$ cat src/hw/rtl/assert_macros.svh
// assertion macros included by the rtl back end
`ifndef ASSERT_MACROS_SVH
`define ASSERT_MACROS_SVH

// property checked on every rising clock edge outside reset
`define AFC_ASSERT(label, prop, msg) \
    label: assert property (@(posedge clk) disable iff (!rst_n) (prop)) else $error(msg);

// condition that must never be seen outside reset
`define AFC_ASSERT_NEVER(label, cond, msg) \
    label: assert property (@(posedge clk) disable iff (!rst_n) !(cond)) else $error(msg);

`endif

$ cat src/hw/rtl/afc_pkg.sv
// shared types, constants and the predictor coefficient table
package afc_pkg;

    localparam int QUEUE_DEPTH_DEF = 2;
    localparam int SAMPLE_W        = 16;
    localparam int PROD_W          = 32;
    localparam int ACC_W           = 34;
    localparam int FRAC_BITS       = 11;

    localparam logic signed [SAMPLE_W-1:0] SAMPLE_MAX = 16'sh7fff;
    localparam logic signed [SAMPLE_W-1:0] SAMPLE_MIN = 16'sh8000;

    typedef struct packed {
        logic       clear;
        logic       two_bit;
        logic [3:0] scale;
        logic [3:0] coef;
        logic [7:0] data;
    } afc_cmd_t;

    typedef struct packed {
        logic signed [15:0] c0;
        logic signed [15:0] c1;
    } afc_coef_t;

    function automatic afc_coef_t coef_lookup(input logic [3:0] sel);
        afc_coef_t c;
        case (sel)
            4'd0:    c = '{16'sh0000, 16'sh0000};
            4'd1:    c = '{16'sh0800, 16'sh0000};
            4'd2:    c = '{16'sh0000, 16'sh0800};
            4'd3:    c = '{16'sh0400, 16'sh0400};
            4'd4:    c = '{16'sh1000, 16'shf800};
            4'd5:    c = '{16'sh0e00, 16'shfa00};
            4'd6:    c = '{16'sh0c00, 16'shfc00};
            4'd7:    c = '{16'sh1200, 16'shf600};
            4'd8:    c = '{16'sh1068, 16'shf738};
            4'd9:    c = '{16'sh12c0, 16'shf704};
            4'd10:   c = '{16'sh1400, 16'shf400};
            4'd11:   c = '{16'sh0800, 16'shf800};
            4'd12:   c = '{16'sh0400, 16'shfc00};
            4'd13:   c = '{16'shfc00, 16'sh0400};
            4'd14:   c = '{16'shfc00, 16'sh0000};
            4'd15:   c = '{16'shf800, 16'sh0000};
            default: c = '{16'sh0000, 16'sh0000};
        endcase
        return c;
    endfunction

endpackage

$ cat src/hw/rtl/afc_if.sv
// valid/ready channel interfaces for compressed bytes and decoded samples
interface afc_byte_if;
    logic       valid;
    logic       ready;
    logic [7:0] data_byte;
    logic       new_stream;

    modport source (output valid, output data_byte, output new_stream, input ready);
    modport sink   (input valid, input data_byte, input new_stream, output ready);
endinterface

interface afc_sample_if;
    logic               valid;
    logic               ready;
    logic signed [15:0] sample;
    logic               last_of_byte;

    modport source (output valid, output sample, output last_of_byte, input ready);
    modport sink   (input valid, input sample, input last_of_byte, output ready);
endinterface

$ cat src/hw/rtl/afc_adpcm_decoder_unit.sv
// afc adpcm decoder top level: byte input, sample output, mode register
// Takes the compressed stream one byte per beat. A header byte (scale in the high nibble,
// coefficient pair in the low nibble) gives no samples. A data byte is queued, then decoded by a
// multiply-accumulate loop that for each sample registers the products, then forms the sum,
// floor shift and saturation and loads the output register, stalling while that is full;
// after the last sample it returns to idle to pick up the next queued byte. Each sample
// feeds the predictor of the next, so that loop sets the rate. Up to QUEUE_DEPTH data bytes
// wait in the queue while the decoder works. The user must write two_bit_mode through cfg_we
// and cfg_wdata only while the block is idle; the block itself does not enforce this.
// new_stream on a byte clears the history and makes that byte a header.
module afc_adpcm_decoder_unit
    import afc_pkg::*;
#(
    parameter int QUEUE_DEPTH = QUEUE_DEPTH_DEF
)
(
    input  logic          clk,
    input  logic          rst_n,
    input  logic          cfg_we,
    input  logic          cfg_wdata,
    afc_byte_if.sink      in_chan,
    afc_sample_if.source  out_chan
);

    logic     two_bit_mode_reg;
    afc_cmd_t push_cmd;
    logic     push_valid;
    logic     push_ready;
    afc_cmd_t pop_cmd;
    logic     pop_valid;
    logic     pop_ready;

    always_ff @(posedge clk or negedge rst_n)
    begin
        if (!rst_n)
        begin
            two_bit_mode_reg <= 1'b0;
        end
        else if (cfg_we)
        begin
            two_bit_mode_reg <= cfg_wdata;
        end
    end

    afc_front u_front (
        .clk          (clk),
        .rst_n        (rst_n),
        .two_bit_mode (two_bit_mode_reg),
        .in_chan      (in_chan),
        .cmd          (push_cmd),
        .cmd_valid    (push_valid),
        .cmd_ready    (push_ready)
    );

    afc_cmd_fifo #(
        .DEPTH (QUEUE_DEPTH)
    ) u_queue (
        .clk        (clk),
        .rst_n      (rst_n),
        .push_cmd   (push_cmd),
        .push_valid (push_valid),
        .push_ready (push_ready),
        .pop_cmd    (pop_cmd),
        .pop_valid  (pop_valid),
        .pop_ready  (pop_ready)
    );

    afc_back u_back (
        .clk       (clk),
        .rst_n     (rst_n),
        .cmd       (pop_cmd),
        .cmd_valid (pop_valid),
        .cmd_ready (pop_ready),
        .out_chan  (out_chan)
    );

endmodule

$ cat src/hw/rtl/afc_cmd_fifo.sv
// small register queue of decoded byte commands between front and back end
module afc_cmd_fifo
    import afc_pkg::*;
#(
    parameter int DEPTH = QUEUE_DEPTH_DEF
)
(
    input  logic     clk,
    input  logic     rst_n,
    input  afc_cmd_t push_cmd,
    input  logic     push_valid,
    output logic     push_ready,
    output afc_cmd_t pop_cmd,
    output logic     pop_valid,
    input  logic     pop_ready
);

    localparam int PTR_W = (DEPTH > 1) ? $clog2(DEPTH) : 1;
    localparam int CNT_W = $clog2(DEPTH + 1);

    afc_cmd_t               mem_reg [DEPTH];
    logic [PTR_W-1:0]       wr_ptr_reg;
    logic [PTR_W-1:0]       rd_ptr_reg;
    logic [CNT_W-1:0]       count_reg;
    logic                   do_push;
    logic                   do_pop;

    assign push_ready = (count_reg != CNT_W'(DEPTH));
    assign pop_valid  = (count_reg != '0);
    assign pop_cmd    = mem_reg[rd_ptr_reg];
    assign do_push    = push_valid && push_ready;
    assign do_pop     = pop_valid && pop_ready;

    always_ff @(posedge clk)
    begin
        if (do_push)
        begin
            mem_reg[wr_ptr_reg] <= push_cmd;
        end
    end

    always_ff @(posedge clk or negedge rst_n)
    begin
        if (!rst_n)
        begin
            wr_ptr_reg <= '0;
            rd_ptr_reg <= '0;
            count_reg  <= '0;
        end
        else
        begin
            if (do_push)
            begin
                wr_ptr_reg <= (wr_ptr_reg == PTR_W'(DEPTH - 1)) ? '0 : wr_ptr_reg + 1'b1;
            end
            if (do_pop)
            begin
                rd_ptr_reg <= (rd_ptr_reg == PTR_W'(DEPTH - 1)) ? '0 : rd_ptr_reg + 1'b1;
            end
            if (do_push && !do_pop)
            begin
                count_reg <= count_reg + 1'b1;
            end
            else if (do_pop && !do_push)
            begin
                count_reg <= count_reg - 1'b1;
            end
        end
    end

endmodule

$ cat src/hw/rtl/afc_front.sv
// front end: tracks frame position, latches headers, queues data bytes
module afc_front
    import afc_pkg::*;
(
    input  logic      clk,
    input  logic      rst_n,
    input  logic      two_bit_mode,
    afc_byte_if.sink  in_chan,
    output afc_cmd_t  cmd,
    output logic      cmd_valid,
    input  logic      cmd_ready
);

    localparam logic [3:0] POS_HEADER    = 4'd0;
    localparam logic [3:0] LAST_POS_4BIT = 4'd8;
    localparam logic [3:0] LAST_POS_2BIT = 4'd4;

    logic [3:0] pos_reg;
    logic [3:0] scale_reg;
    logic [3:0] coef_reg;
    logic       clear_pend_reg;
    logic [3:0] pos_eff;
    logic [3:0] last_pos;
    logic       is_header;
    logic       accept;

    // new_stream restarts the frame, so that beat is always a header
    assign pos_eff   = in_chan.new_stream ? POS_HEADER : pos_reg;
    assign is_header = (pos_eff == POS_HEADER);
    assign last_pos  = two_bit_mode ? LAST_POS_2BIT : LAST_POS_4BIT;

    assign in_chan.ready = cmd_ready;
    assign accept        = in_chan.valid && in_chan.ready;
    assign cmd_valid     = in_chan.valid && !is_header;

    assign cmd.clear   = clear_pend_reg;
    assign cmd.two_bit = two_bit_mode;
    assign cmd.scale   = scale_reg;
    assign cmd.coef    = coef_reg;
    assign cmd.data    = in_chan.data_byte;

    always_ff @(posedge clk or negedge rst_n)
    begin
        if (!rst_n)
        begin
            pos_reg        <= POS_HEADER;
            scale_reg      <= '0;
            coef_reg       <= '0;
            clear_pend_reg <= 1'b0;
        end
        else if (accept)
        begin
            if (is_header)
            begin
                scale_reg <= in_chan.data_byte[7:4];
                coef_reg  <= in_chan.data_byte[3:0];
                pos_reg   <= 4'd1;
                if (in_chan.new_stream)
                begin
                    clear_pend_reg <= 1'b1;
                end
            end
            else
            begin
                // history clear rides along with the first data byte after it
                clear_pend_reg <= 1'b0;
                pos_reg        <= (pos_eff >= last_pos) ? POS_HEADER : pos_eff + 1'b1;
            end
        end
    end

endmodule

$ cat src/hw/rtl/afc_back.sv
// back end: multiply-accumulate per sample, products registered before the sum, with output register
module afc_back
    import afc_pkg::*;
(
    input  logic            clk,
    input  logic            rst_n,
    input  afc_cmd_t        cmd,
    input  logic            cmd_valid,
    output logic            cmd_ready,
    afc_sample_if.source    out_chan
);

`include "assert_macros.svh"

    typedef enum logic [1:0] {
        ST_IDLE,
        ST_MUL,
        ST_ACC
    } state_t;

    state_t                       state_reg;
    afc_cmd_t                     cur_reg;
    logic [1:0]                   idx_reg;
    logic signed [SAMPLE_W-1:0]   prev_reg;
    logic signed [SAMPLE_W-1:0]   older_reg;
    logic signed [PROD_W-1:0]     prod0_reg;
    logic signed [PROD_W-1:0]     prod1_reg;
    logic signed [ACC_W-1:0]      term_reg;
    logic                         out_valid_reg;
    logic signed [SAMPLE_W-1:0]   out_sample_reg;
    logic                         out_last_reg;

    afc_coef_t                    coef;
    logic signed [3:0]            code;
    logic signed [ACC_W-1:0]      code_ext;
    logic signed [ACC_W-1:0]      scaled;
    logic signed [ACC_W-1:0]      term_next;
    logic signed [PROD_W-1:0]     prod0_next;
    logic signed [PROD_W-1:0]     prod1_next;
    logic signed [ACC_W-1:0]      sum;
    logic signed [ACC_W-1:0]      shifted;
    logic signed [SAMPLE_W-1:0]   sat;
    logic                         out_free;
    logic                         last;

    assign cmd_ready = (state_reg == ST_IDLE);
    assign out_free  = !out_valid_reg || out_chan.ready;
    assign last      = cur_reg.two_bit ? (idx_reg == 2'd3) : (idx_reg == 2'd1);
    assign coef      = coef_lookup(cur_reg.coef);

    // pick the code for this sample, most significant field first
    always_comb
    begin
        if (cur_reg.two_bit)
        begin
            case (idx_reg)
                2'd0:    code = {{2{cur_reg.data[7]}}, cur_reg.data[7:6]};
                2'd1:    code = {{2{cur_reg.data[5]}}, cur_reg.data[5:4]};
                2'd2:    code = {{2{cur_reg.data[3]}}, cur_reg.data[3:2]};
                default: code = {{2{cur_reg.data[1]}}, cur_reg.data[1:0]};
            endcase
        end
        else
        begin
            code = idx_reg[0] ? cur_reg.data[3:0] : cur_reg.data[7:4];
        end
    end

    // delta is a power of two, so delta*code is a shift; scale 15 means -32768
    always_comb
    begin
        code_ext = {{(ACC_W-4){code[3]}}, code};
        scaled   = code_ext <<< cur_reg.scale;
        if (cur_reg.scale == 4'd15)
        begin
            scaled = -scaled;
        end
        term_next = cur_reg.two_bit ? (scaled <<< 13) : (scaled <<< 11);
    end

    assign prod0_next = prev_reg * coef.c0;
    assign prod1_next = older_reg * coef.c1;

    always_comb
    begin
        sum     = term_reg
                + {{(ACC_W-PROD_W){prod0_reg[PROD_W-1]}}, prod0_reg}
                + {{(ACC_W-PROD_W){prod1_reg[PROD_W-1]}}, prod1_reg};
        shifted = sum >>> FRAC_BITS;
        if ((&shifted[ACC_W-1:SAMPLE_W-1]) || !(|shifted[ACC_W-1:SAMPLE_W-1]))
        begin
            sat = shifted[SAMPLE_W-1:0];
        end
        else
        begin
            sat = shifted[ACC_W-1] ? SAMPLE_MIN : SAMPLE_MAX;
        end
    end

    assign out_chan.valid        = out_valid_reg;
    assign out_chan.sample       = out_sample_reg;
    assign out_chan.last_of_byte = out_last_reg;

    always_ff @(posedge clk or negedge rst_n)
    begin
        if (!rst_n)
        begin
            state_reg      <= ST_IDLE;
            cur_reg        <= '0;
            idx_reg        <= '0;
            prev_reg       <= '0;
            older_reg      <= '0;
            prod0_reg      <= '0;
            prod1_reg      <= '0;
            term_reg       <= '0;
            out_valid_reg  <= 1'b0;
            out_sample_reg <= '0;
            out_last_reg   <= 1'b0;
        end
        else
        begin
            if (state_reg == ST_ACC && out_free)
            begin
                out_valid_reg <= 1'b1;
            end
            else if (out_chan.ready)
            begin
                out_valid_reg <= 1'b0;
            end
            case (state_reg)
                ST_IDLE:
                begin
                    if (cmd_valid)
                    begin
                        cur_reg   <= cmd;
                        idx_reg   <= '0;
                        state_reg <= ST_MUL;
                        if (cmd.clear)
                        begin
                            prev_reg  <= '0;
                            older_reg <= '0;
                        end
                    end
                end
                ST_MUL:
                begin
                    prod0_reg <= prod0_next;
                    prod1_reg <= prod1_next;
                    term_reg  <= term_next;
                    state_reg <= ST_ACC;
                end
                ST_ACC:
                begin
                    if (out_free)
                    begin
                        out_sample_reg <= sat;
                        out_last_reg   <= last;
                        older_reg      <= prev_reg;
                        prev_reg       <= sat;
                        if (last)
                        begin
                            state_reg <= ST_IDLE;
                        end
                        else
                        begin
                            idx_reg   <= idx_reg + 1'b1;
                            state_reg <= ST_MUL;
                        end
                    end
                end
                default:
                begin
                    state_reg <= ST_IDLE;
                end
            endcase
        end
    end

    `AFC_ASSERT(a_acc_emits, (state_reg == ST_ACC && out_free) |=> out_valid_reg, "sample lost")
    `AFC_ASSERT(a_last_ends, (state_reg == ST_ACC && out_free && last) |=> (state_reg == ST_IDLE),
                "byte not closed")
    `AFC_ASSERT_NEVER(a_idx_range, state_reg != ST_IDLE && !cur_reg.two_bit && idx_reg[1],
                      "four-bit byte past second sample")

endmodule

$ cat src/flat_wrapper.sv
// flat-port wrapper written by rule: the top's interface ports become plain ports
module afc_adpcm_decoder_unit_flat import afc_pkg::*;
#(
    parameter int QUEUE_DEPTH = QUEUE_DEPTH_DEF
)
  (clk, rst_n, cfg_we, cfg_wdata, in_chan_valid, in_chan_data_byte, in_chan_new_stream, in_chan_ready, out_chan_valid, out_chan_sample, out_chan_last_of_byte, out_chan_ready);
  afc_byte_if in_chan_i ();
  afc_sample_if out_chan_i ();
  input  logic clk;
  input  logic rst_n;
  input  logic cfg_we;
  input  logic cfg_wdata;
  input wire logic [$bits(in_chan_i.valid)-1:0] in_chan_valid;
  input wire logic [$bits(in_chan_i.data_byte)-1:0] in_chan_data_byte;
  input wire logic [$bits(in_chan_i.new_stream)-1:0] in_chan_new_stream;
  output wire logic [$bits(in_chan_i.ready)-1:0] in_chan_ready;
  output wire logic [$bits(out_chan_i.valid)-1:0] out_chan_valid;
  output wire logic [$bits(out_chan_i.sample)-1:0] out_chan_sample;
  output wire logic [$bits(out_chan_i.last_of_byte)-1:0] out_chan_last_of_byte;
  input wire logic [$bits(out_chan_i.ready)-1:0] out_chan_ready;
  assign in_chan_i.valid = in_chan_valid;
  assign in_chan_i.data_byte = in_chan_data_byte;
  assign in_chan_i.new_stream = in_chan_new_stream;
  assign in_chan_ready = in_chan_i.ready;
  assign out_chan_valid = out_chan_i.valid;
  assign out_chan_sample = out_chan_i.sample;
  assign out_chan_last_of_byte = out_chan_i.last_of_byte;
  assign out_chan_i.ready = out_chan_ready;
  afc_adpcm_decoder_unit #(.QUEUE_DEPTH(QUEUE_DEPTH)) u_core (.clk(clk), .rst_n(rst_n), .cfg_we(cfg_we), .cfg_wdata(cfg_wdata), .in_chan(in_chan_i), .out_chan(out_chan_i));
endmodule
$ cat config.mk
export PLATFORM = sky130hd
export DESIGN_NAME = afc_adpcm_decoder_unit_flat
export DESIGN_NICKNAME = d
export VERILOG_FILES = /design/src/hw/rtl/afc_pkg.sv /design/src/hw/rtl/afc_if.sv /design/src/hw/rtl/afc_adpcm_decoder_unit.sv /design/src/hw/rtl/afc_cmd_fifo.sv /design/src/hw/rtl/afc_front.sv /design/src/hw/rtl/afc_back.sv /design/src/flat_wrapper.sv
export VERILOG_INCLUDE_DIRS = /design/src /design/src/hw/rtl
export SDC_FILE = /design/constraint.sdc
export NUM_CORES = 1
export LEC_CHECK = 0
export ABC_AREA = 1
export CORE_UTILIZATION = 60
export DETAILED_ROUTE_END_ITERATION = 6
export DONT_BUFFER_PORTS = 1
export GPL_ROUTABILITY_DRIVEN = 0
export PLACE_DENSITY_LB_ADDON = 0.12
export SYNTH_ARGS = -nofsm -noshare
export SYNTH_HDL_FRONTEND = slang
export SYNTH_SLANG_ARGS = --single-unit
export TNS_END_PERCENT = 20
$ cat constraint.sdc
create_clock -name clk -period 6.45 [get_ports clk]
set_clock_uncertainty 0.1 [all_clocks]
set_input_delay 0 -clock clk [delete_from_list [all_inputs] [get_ports clk]]
set_output_delay 0 -clock clk [all_outputs]
set_load 0.01 [all_outputs]
After elaboration in Yosys (flattened, before gate mapping)
Memories as Yosys holds them, arrays and structs flattened. Cells that the tools add are included.

Shift-type cells: 1. Equality and inequality tests: 12. Multipliers: 2. Reductions and logical operators: 30. Multiplexer cells: 36. Add/sub/neg operators: 9. Order comparisons: 1.

Operator list (count): $mux W16 (6); $add A34 B34 Y34 (2); $mul A16 B16 Y32 (2); $pmux W16 S2 (2); $mux W34 (1); $mux W4 (6); $mux W23 (1); $neg A23 Y23 (1); $sshl A4 B4 Y23 (1); $mux W2 (7); $ne A2 B2 Y1 const B (6); $pmux W4 S3 (1); $mux W1 (10); $reduce_and A2 Y1 (5); $reduce_and A4 Y1 (2); $reduce_and A8 Y1 (1); $reduce_bool A2 Y1 (4); $reduce_or A8 Y1 (1); $logic_and A1 B1 Y1 (7); $eq A2 B2 Y1 const B (3); $pmux W2 S3 (1); $logic_not A1 Y1 (5); $add A2 B1 Y2 const B (2); $add A4 B1 Y4 const B (1); other kinds (9) (13).

Memories kept: 2. Bits in writable memories: 36. Bits in read-only memories: 368. Bits in registers: 187. Input port bits: 15. Logic and storage cells: 115. Output and inout port bits: 19.

Memories: (no name shown) (words 16, width 23, read ports 1, clocked after Yosys merged registers in 0, write ports 0, RTL line afc_pkg.sv:28) `case (sel)`; u_core.u_queue.mem_reg (words 2, width 18, read ports 1, clocked after Yosys merged registers in 0, write ports 1, RTL line afc_cmd_fifo.sv:21) `afc_cmd_t mem_reg [DEPTH];`.

Logic depth before layout (Yosys ltp)
Depth in word-level cells: 9. Gate-level depth with buffers: 33. Mapped depth without buffers: 32.

Hierarchy
From an unflattened synthesis, not the netlist that was laid out.

Cell total of the unflattened synthesis: 3066. Area total of the unflattened synthesis: 25750.9 um^2.

Modules (own cells, without submodules): afc_back (times used 1, cells an instance 2850, seq. area each 3803.6 um^2, area each 23393.7 um^2); afc_cmd_fifo (times used 1, cells an instance 122, seq. area each 1181.1 um^2, area each 1566.5 um^2); afc_front (times used 1, cells an instance 89, seq. area each 325.3 um^2, area each 750.7 um^2); afc_adpcm_decoder_unit (times used 1, cells an instance 5, seq. area each 25.0 um^2, area each 40.0 um^2).

Worst setup path before layout
OpenSTA, ideal clock, no wires.

Kind: reg-to-reg. Start point: reg u_core.u_back.cur_reg[9] (netlist bit). End point: reg u_core.u_back.prod1_reg[28]. Stages on the path, launching flop included: 30. Clock period less this slack: 6456 ps. Buffers on the path: 1. Library setup time: 83 ps. Arrival: 6274 ps. Slack: -6 ps. Path through: dfrtp_1 inv_1 ha_1 inv_1 nand3_1 inv_1 a21oi_2 inv_2 clkbuf_1 nor2_1 inv_1 fa_1 inv_1 fa_1 fa_1 fa_1 fa_1 inv_1 fa_1 inv_1 ha_1 nand2_1 nor4_1 nand4_1 nand3_1 nand3_1 nand2_1 a31oi_1 xor2_1 o21ai_0.

Word-level cells in the longest chain between the ends: 2.

RTL lines: from (decl) (RTL line afc_back.sv:22) `afc_cmd_t cur_reg;`; from (signal assigned) (RTL line afc_back.sv:135) `cur_reg <= cmd;`; $mem_v2 Z16 W23; $mul A16 B16 Y32 (RTL line afc_back.sv:82) `assign prod1_next = older_reg * coef.c1;`; to (signal assigned) (RTL line afc_back.sv:148) `prod1_reg <= prod1_next;`; to (decl) (RTL line afc_back.sv:27) `logic signed [PROD_W-1:0] prod1_reg;`.

Every way passes these cells. A chain may end at the register's enable or synchronous reset.

Worst setup path in the final report
Start point: reg u_core.u_back.cur_reg[8] (netlist bit). End point: reg u_core.u_back.prod1_reg[25].

Same word-level chain as after synthesis.

==> implementation parameters <==
Parameter                              Value

Finish
  Synthesis-to-layout area growth ... 12.4%
  Final Net Count ... 3746
  Max FFs per register ... 36
  Utilization after layout ... 0.682
  ANT cells ... 0
  Number of standard cells in the final layout excluding fillers ... 3657
  Total non-filler cell area in the finished layout ... 28600 um^2
  Proportion of layout cells with a drive suffix above 1 ... 0.122

Floorplanning
  Floorplan die area ... 43300 um^2
  Standard-cell rows ... 75
  Count of pins on the block boundary ... 34
  Die Height ... 208 um
  Horiz. Die Dim ... 208 um
  Floorplan core area ... 41900 um^2
  Initial core utilization ... 0.607

Timing
  Count of endpoints failing hold in the final timing report ... 0
  Worst-case headroom to the max-slew limit ... 0.360
  Clock period minus final worst setup slack ... 6460 ps
  Number of setup violations in the final report ... 1
  Final clock period utilization by the worst path ... 1.00
  Final number of max-transition violations ... 0
  Transition time at the pin with the least slew margin ... 959 ps
  Setup ws final ... -13.4 ps
  Total Negative Setup Slacks ... -13.4 ps
  Highest achievable clock rate ... 155 MHz
  RSZ-0062 raised after global routing ... yes

Yosys
  Total of warnings raised by yosys ... 0
  Syn Inst Count ... 2971
  Post-synthesis adder-cell area fraction ... 0.414
  Cell accounting for the most synthesized area ... sky130_fd_sc_hd__fa_1
  Number of enable-type register cells in the synthesized netlist ... 36
  Post-synthesis cell area ... 25500 um^2
  Most repeated cell in the gate-level netlist after synthesis ... sky130_fd_sc_hd__inv_1
  Sequential cell area fraction in the yosys report ... 0.209
  Count of different cell masters after synthesis ... 54
  Dominant combinational cell family by area after synthesis ... adder cells
  Dominant register cell in the synthesized netlist ... sky130_fd_sc_hd__dfrtp_1
  Syn nets ... 3617
  Number of register bits inferred by synthesis ... 206
  Parity-gate share of the synthesized area counting xor and xnor cells ... 0.0284
  Syn Area/Cell ... 8.57 um^2
  Largest cells by area after synthesis ... sky130_fd_sc_hd__fa_1 28%, sky130_fd_sc_hd__dfrtp_1 17%, sky130_fd_sc_hd__ha_1 14%
  Multiplexer area fraction after synthesis ... 0.00398
  Synth top cells by count ... 628 x sky130_fd_sc_hd__inv_1, 553 x sky130_fd_sc_hd__nand2_1, 353 x sky130_fd_sc_hd__fa_1, 298 x sky130_fd_sc_hd__nor2_1, 278 x sky130_fd_sc_hd__ha_1
  Compound-cell area share of the yosys netlist ... 0.0731
  Fraction of registers with async set/reset ... 0.825
  Post-Synth Simple-Gate Area ... 0.165
  Synth top area share ... 0.277

Setup path
  Type of element capturing the critical path ... flop
  Critical path startpoint category ... flop
  Critical path data arrival time ... 6740 ps
  Buf/Inv on CP ... 10
  Crit path depth ... 28
  Cell class contributing the biggest share of worst-path delay ... adder cells
  Critical-path maximum fanout ... 6
  Start-to-end type of the worst setup path ... reg -> reg
  Req. time, crit path ... 6730 ps
  Crit path max-delay cell type ... sky130_fd_sc_hd__fa_1
  Crit path largest cell delay ... 550 ps
  Number of cells on the worst reg-to-reg path ... 28

Routing
  Count of routing violations after the opening detailed-route iteration ... 1573
  Count of antenna-violating nets left after detailed routing ... 0
  Residual DRC count ... 0
  Vias per cell ... 5.50
  Overall via count from detail_route ... 20100
  Average wire per standard cell ... 18.0 um
  Total length of routed wires ... 65700 um
  Pre-Repair DR Iteration Count ... 6

Clock network
  Clock tree from TritonCTS ... built
  Clock Pin Slew Worst Setup and Hold Paths ... 60 ps
  Insertion delay of the later-clocked pin in the worst-skew pair ... 560 ps
  Clk root buf ... sky130_fd_sc_hd__clkbuf_16
  Max Buffers Root-to-Sink ... 3
  CTS sink count ... 206
  Total clock buffers created by CTS ... 24
  # H-tree levels ... 1

Placement
  Placed wire-length estimate after detailed placement ... 53400 um
  Placement-stage cell area ... 26900 um^2
  Total instance count after detailed placement ... 3578
  Number of port buffers ... 0

Outcome
  Violated checks ... setup timing
  Status ... finished with violations

Worst hold path
  Number of instances on the worst hold path ... 2
  Path type of the worst min-delay path ... in -> reg

Global route
  Number of antenna violations at the first check in global routing ... 0
  GR Util All Layers ... 0.310
  Remaining Overflow, GRT ... 0
  Number of global-route vias before repair ... 20200
  First-pass GRT wire length ... 105000 um
  Largest net degree at the start of global routing ... 171

Flow run
  Max Cap Viol ... 0
## worst register-to-register path, delay by kind of cell (launching register included)
kind | cells | cell delay (ps)
DFF | 1 | 400
buffers and inverters | 10 | 860
adders and majority gates | 8 | 3440
xor gates and xnor gates | 1 | 200
AOI/OAI and AO/OA | 6 | 860
and+or+nand+nor | 3 | 420
## layout make-up
| type | instances | area [um^2] |
|---|---|---|
| Inverter | 649 | 2450 |
| Clock inverter | 14 | 118 |
| Sequential cell | 206 | 5340 |
| Fill cell | 3386 | 13300 |
| Timing Repair Buffer | 158 | 1360 |
| Multi-Input combinational cell | 2060 | 18000 |
| Tap cell | 539 | 674 |
| Clock buffer | 30 | 653 |
| Timing Repair inverter | 1 | 6.26 |
## logic make-up after synthesis
kind of cell / Yosys count
AO/OA/AOI/OAI: 325
buffers and inverters: 705
XOR/XNOR: 81
adder cells (fa/ha/maj): 631
flip-flops: 206
AND/OR/NAND/NOR: 1014
multiplexers: 9
## metrics by stage
| step | setup WS, ps | hold slack, ps |
|---|---|---|
| 3_5_place_dp | -58.8 | -380 |
| 4_1_cts | -16.7 | 0.949 |
| 5_1_grt | -190 | 20.3 |
| 6_report | -13.4 | 25.7 |
| 2_1_floorplan | -0.200 | -396 |
| 3_3_place_gp | 54.2 | -380 |
## path summary, 6_finish.rpt
| kind | end | slack (ps) | startpoint |
|---|---|---|---|
| min | u_core.two_bit_mode_reg$_DFFE_PN0P_ | 30 | cfg_we |
| min reg2reg | u_core.u_queue.mem_reg[0][14]$_DFFE_PP_ | 370 | u_core.u_front.scale_reg[2]$_DFFE_PN0P_ |
| max in group asynchronous | u_core.u_back.prev_reg[10]$_DFFE_PN0P_ | 5470 | rst_n |
| min in group asynchronous | u_core.u_back.prod1_reg[21]$_DFFE_PN0N_ | 150 | rst_n |
| max reg2reg | u_core.u_back.prod1_reg[25]$_DFFE_PN0N_ | -10 | u_core.u_back.cur_reg[8]$_DFFE_PN0P_ |
| max | u_core.u_back.prod1_reg[25]$_DFFE_PN0N_ | -10 | u_core.u_back.cur_reg[8]$_DFFE_PN0P_ |
## layer usage
| layer | vias to the layer above | share of wire | track usage |
|---|---|---|---|
| met1 | 9897 | 0.42 | 0.432 |
| met3 | 128 | 0.072 | 0.0475 |
| met5 | - | 0 | 0 |
| met2 | 687 | 0.47 | 0.499 |
| met4 | 0 | 0.037 | 0.101 |
| li1 | 9410 | - | - |
## cells in the final DEF (no fill, tap or decap), drive strengths merged
cell,instances
buf,142
and2,1
o21bai,10
edfxtp,36
mux2,9
a22oi,2
or2,9
nand4,11
o21a,4
o31ai,2
o22ai,20
o21ai,119
nand2,577
a21boi,5
clkinvlp,2
nor2,303
nor3,9
a21oi,115
inv,641
o211ai,11
clkbuf,30
nand3,99
xnor2,39
clkinv,21
nand3b,1
nor4,4
dlygate4sd3,16
o221ai,11
dfrtp,170
a31oi,22
fa,353
xor2,42
ha,278
a21o,4
## what timing repair did
item                                   CTS  global route
hold buffers                            17             0
pin swaps                                0            35
endpoints found under the hold margin  204             0
buffers inserted                         0            17
gates cloned                             0             1
gates resized for setup                  5           152
setup endpoints to repair                7            26
Power is not shown: default switching activity piles up to over one toggle a cycle in this logic, so the estimate is an artifact.
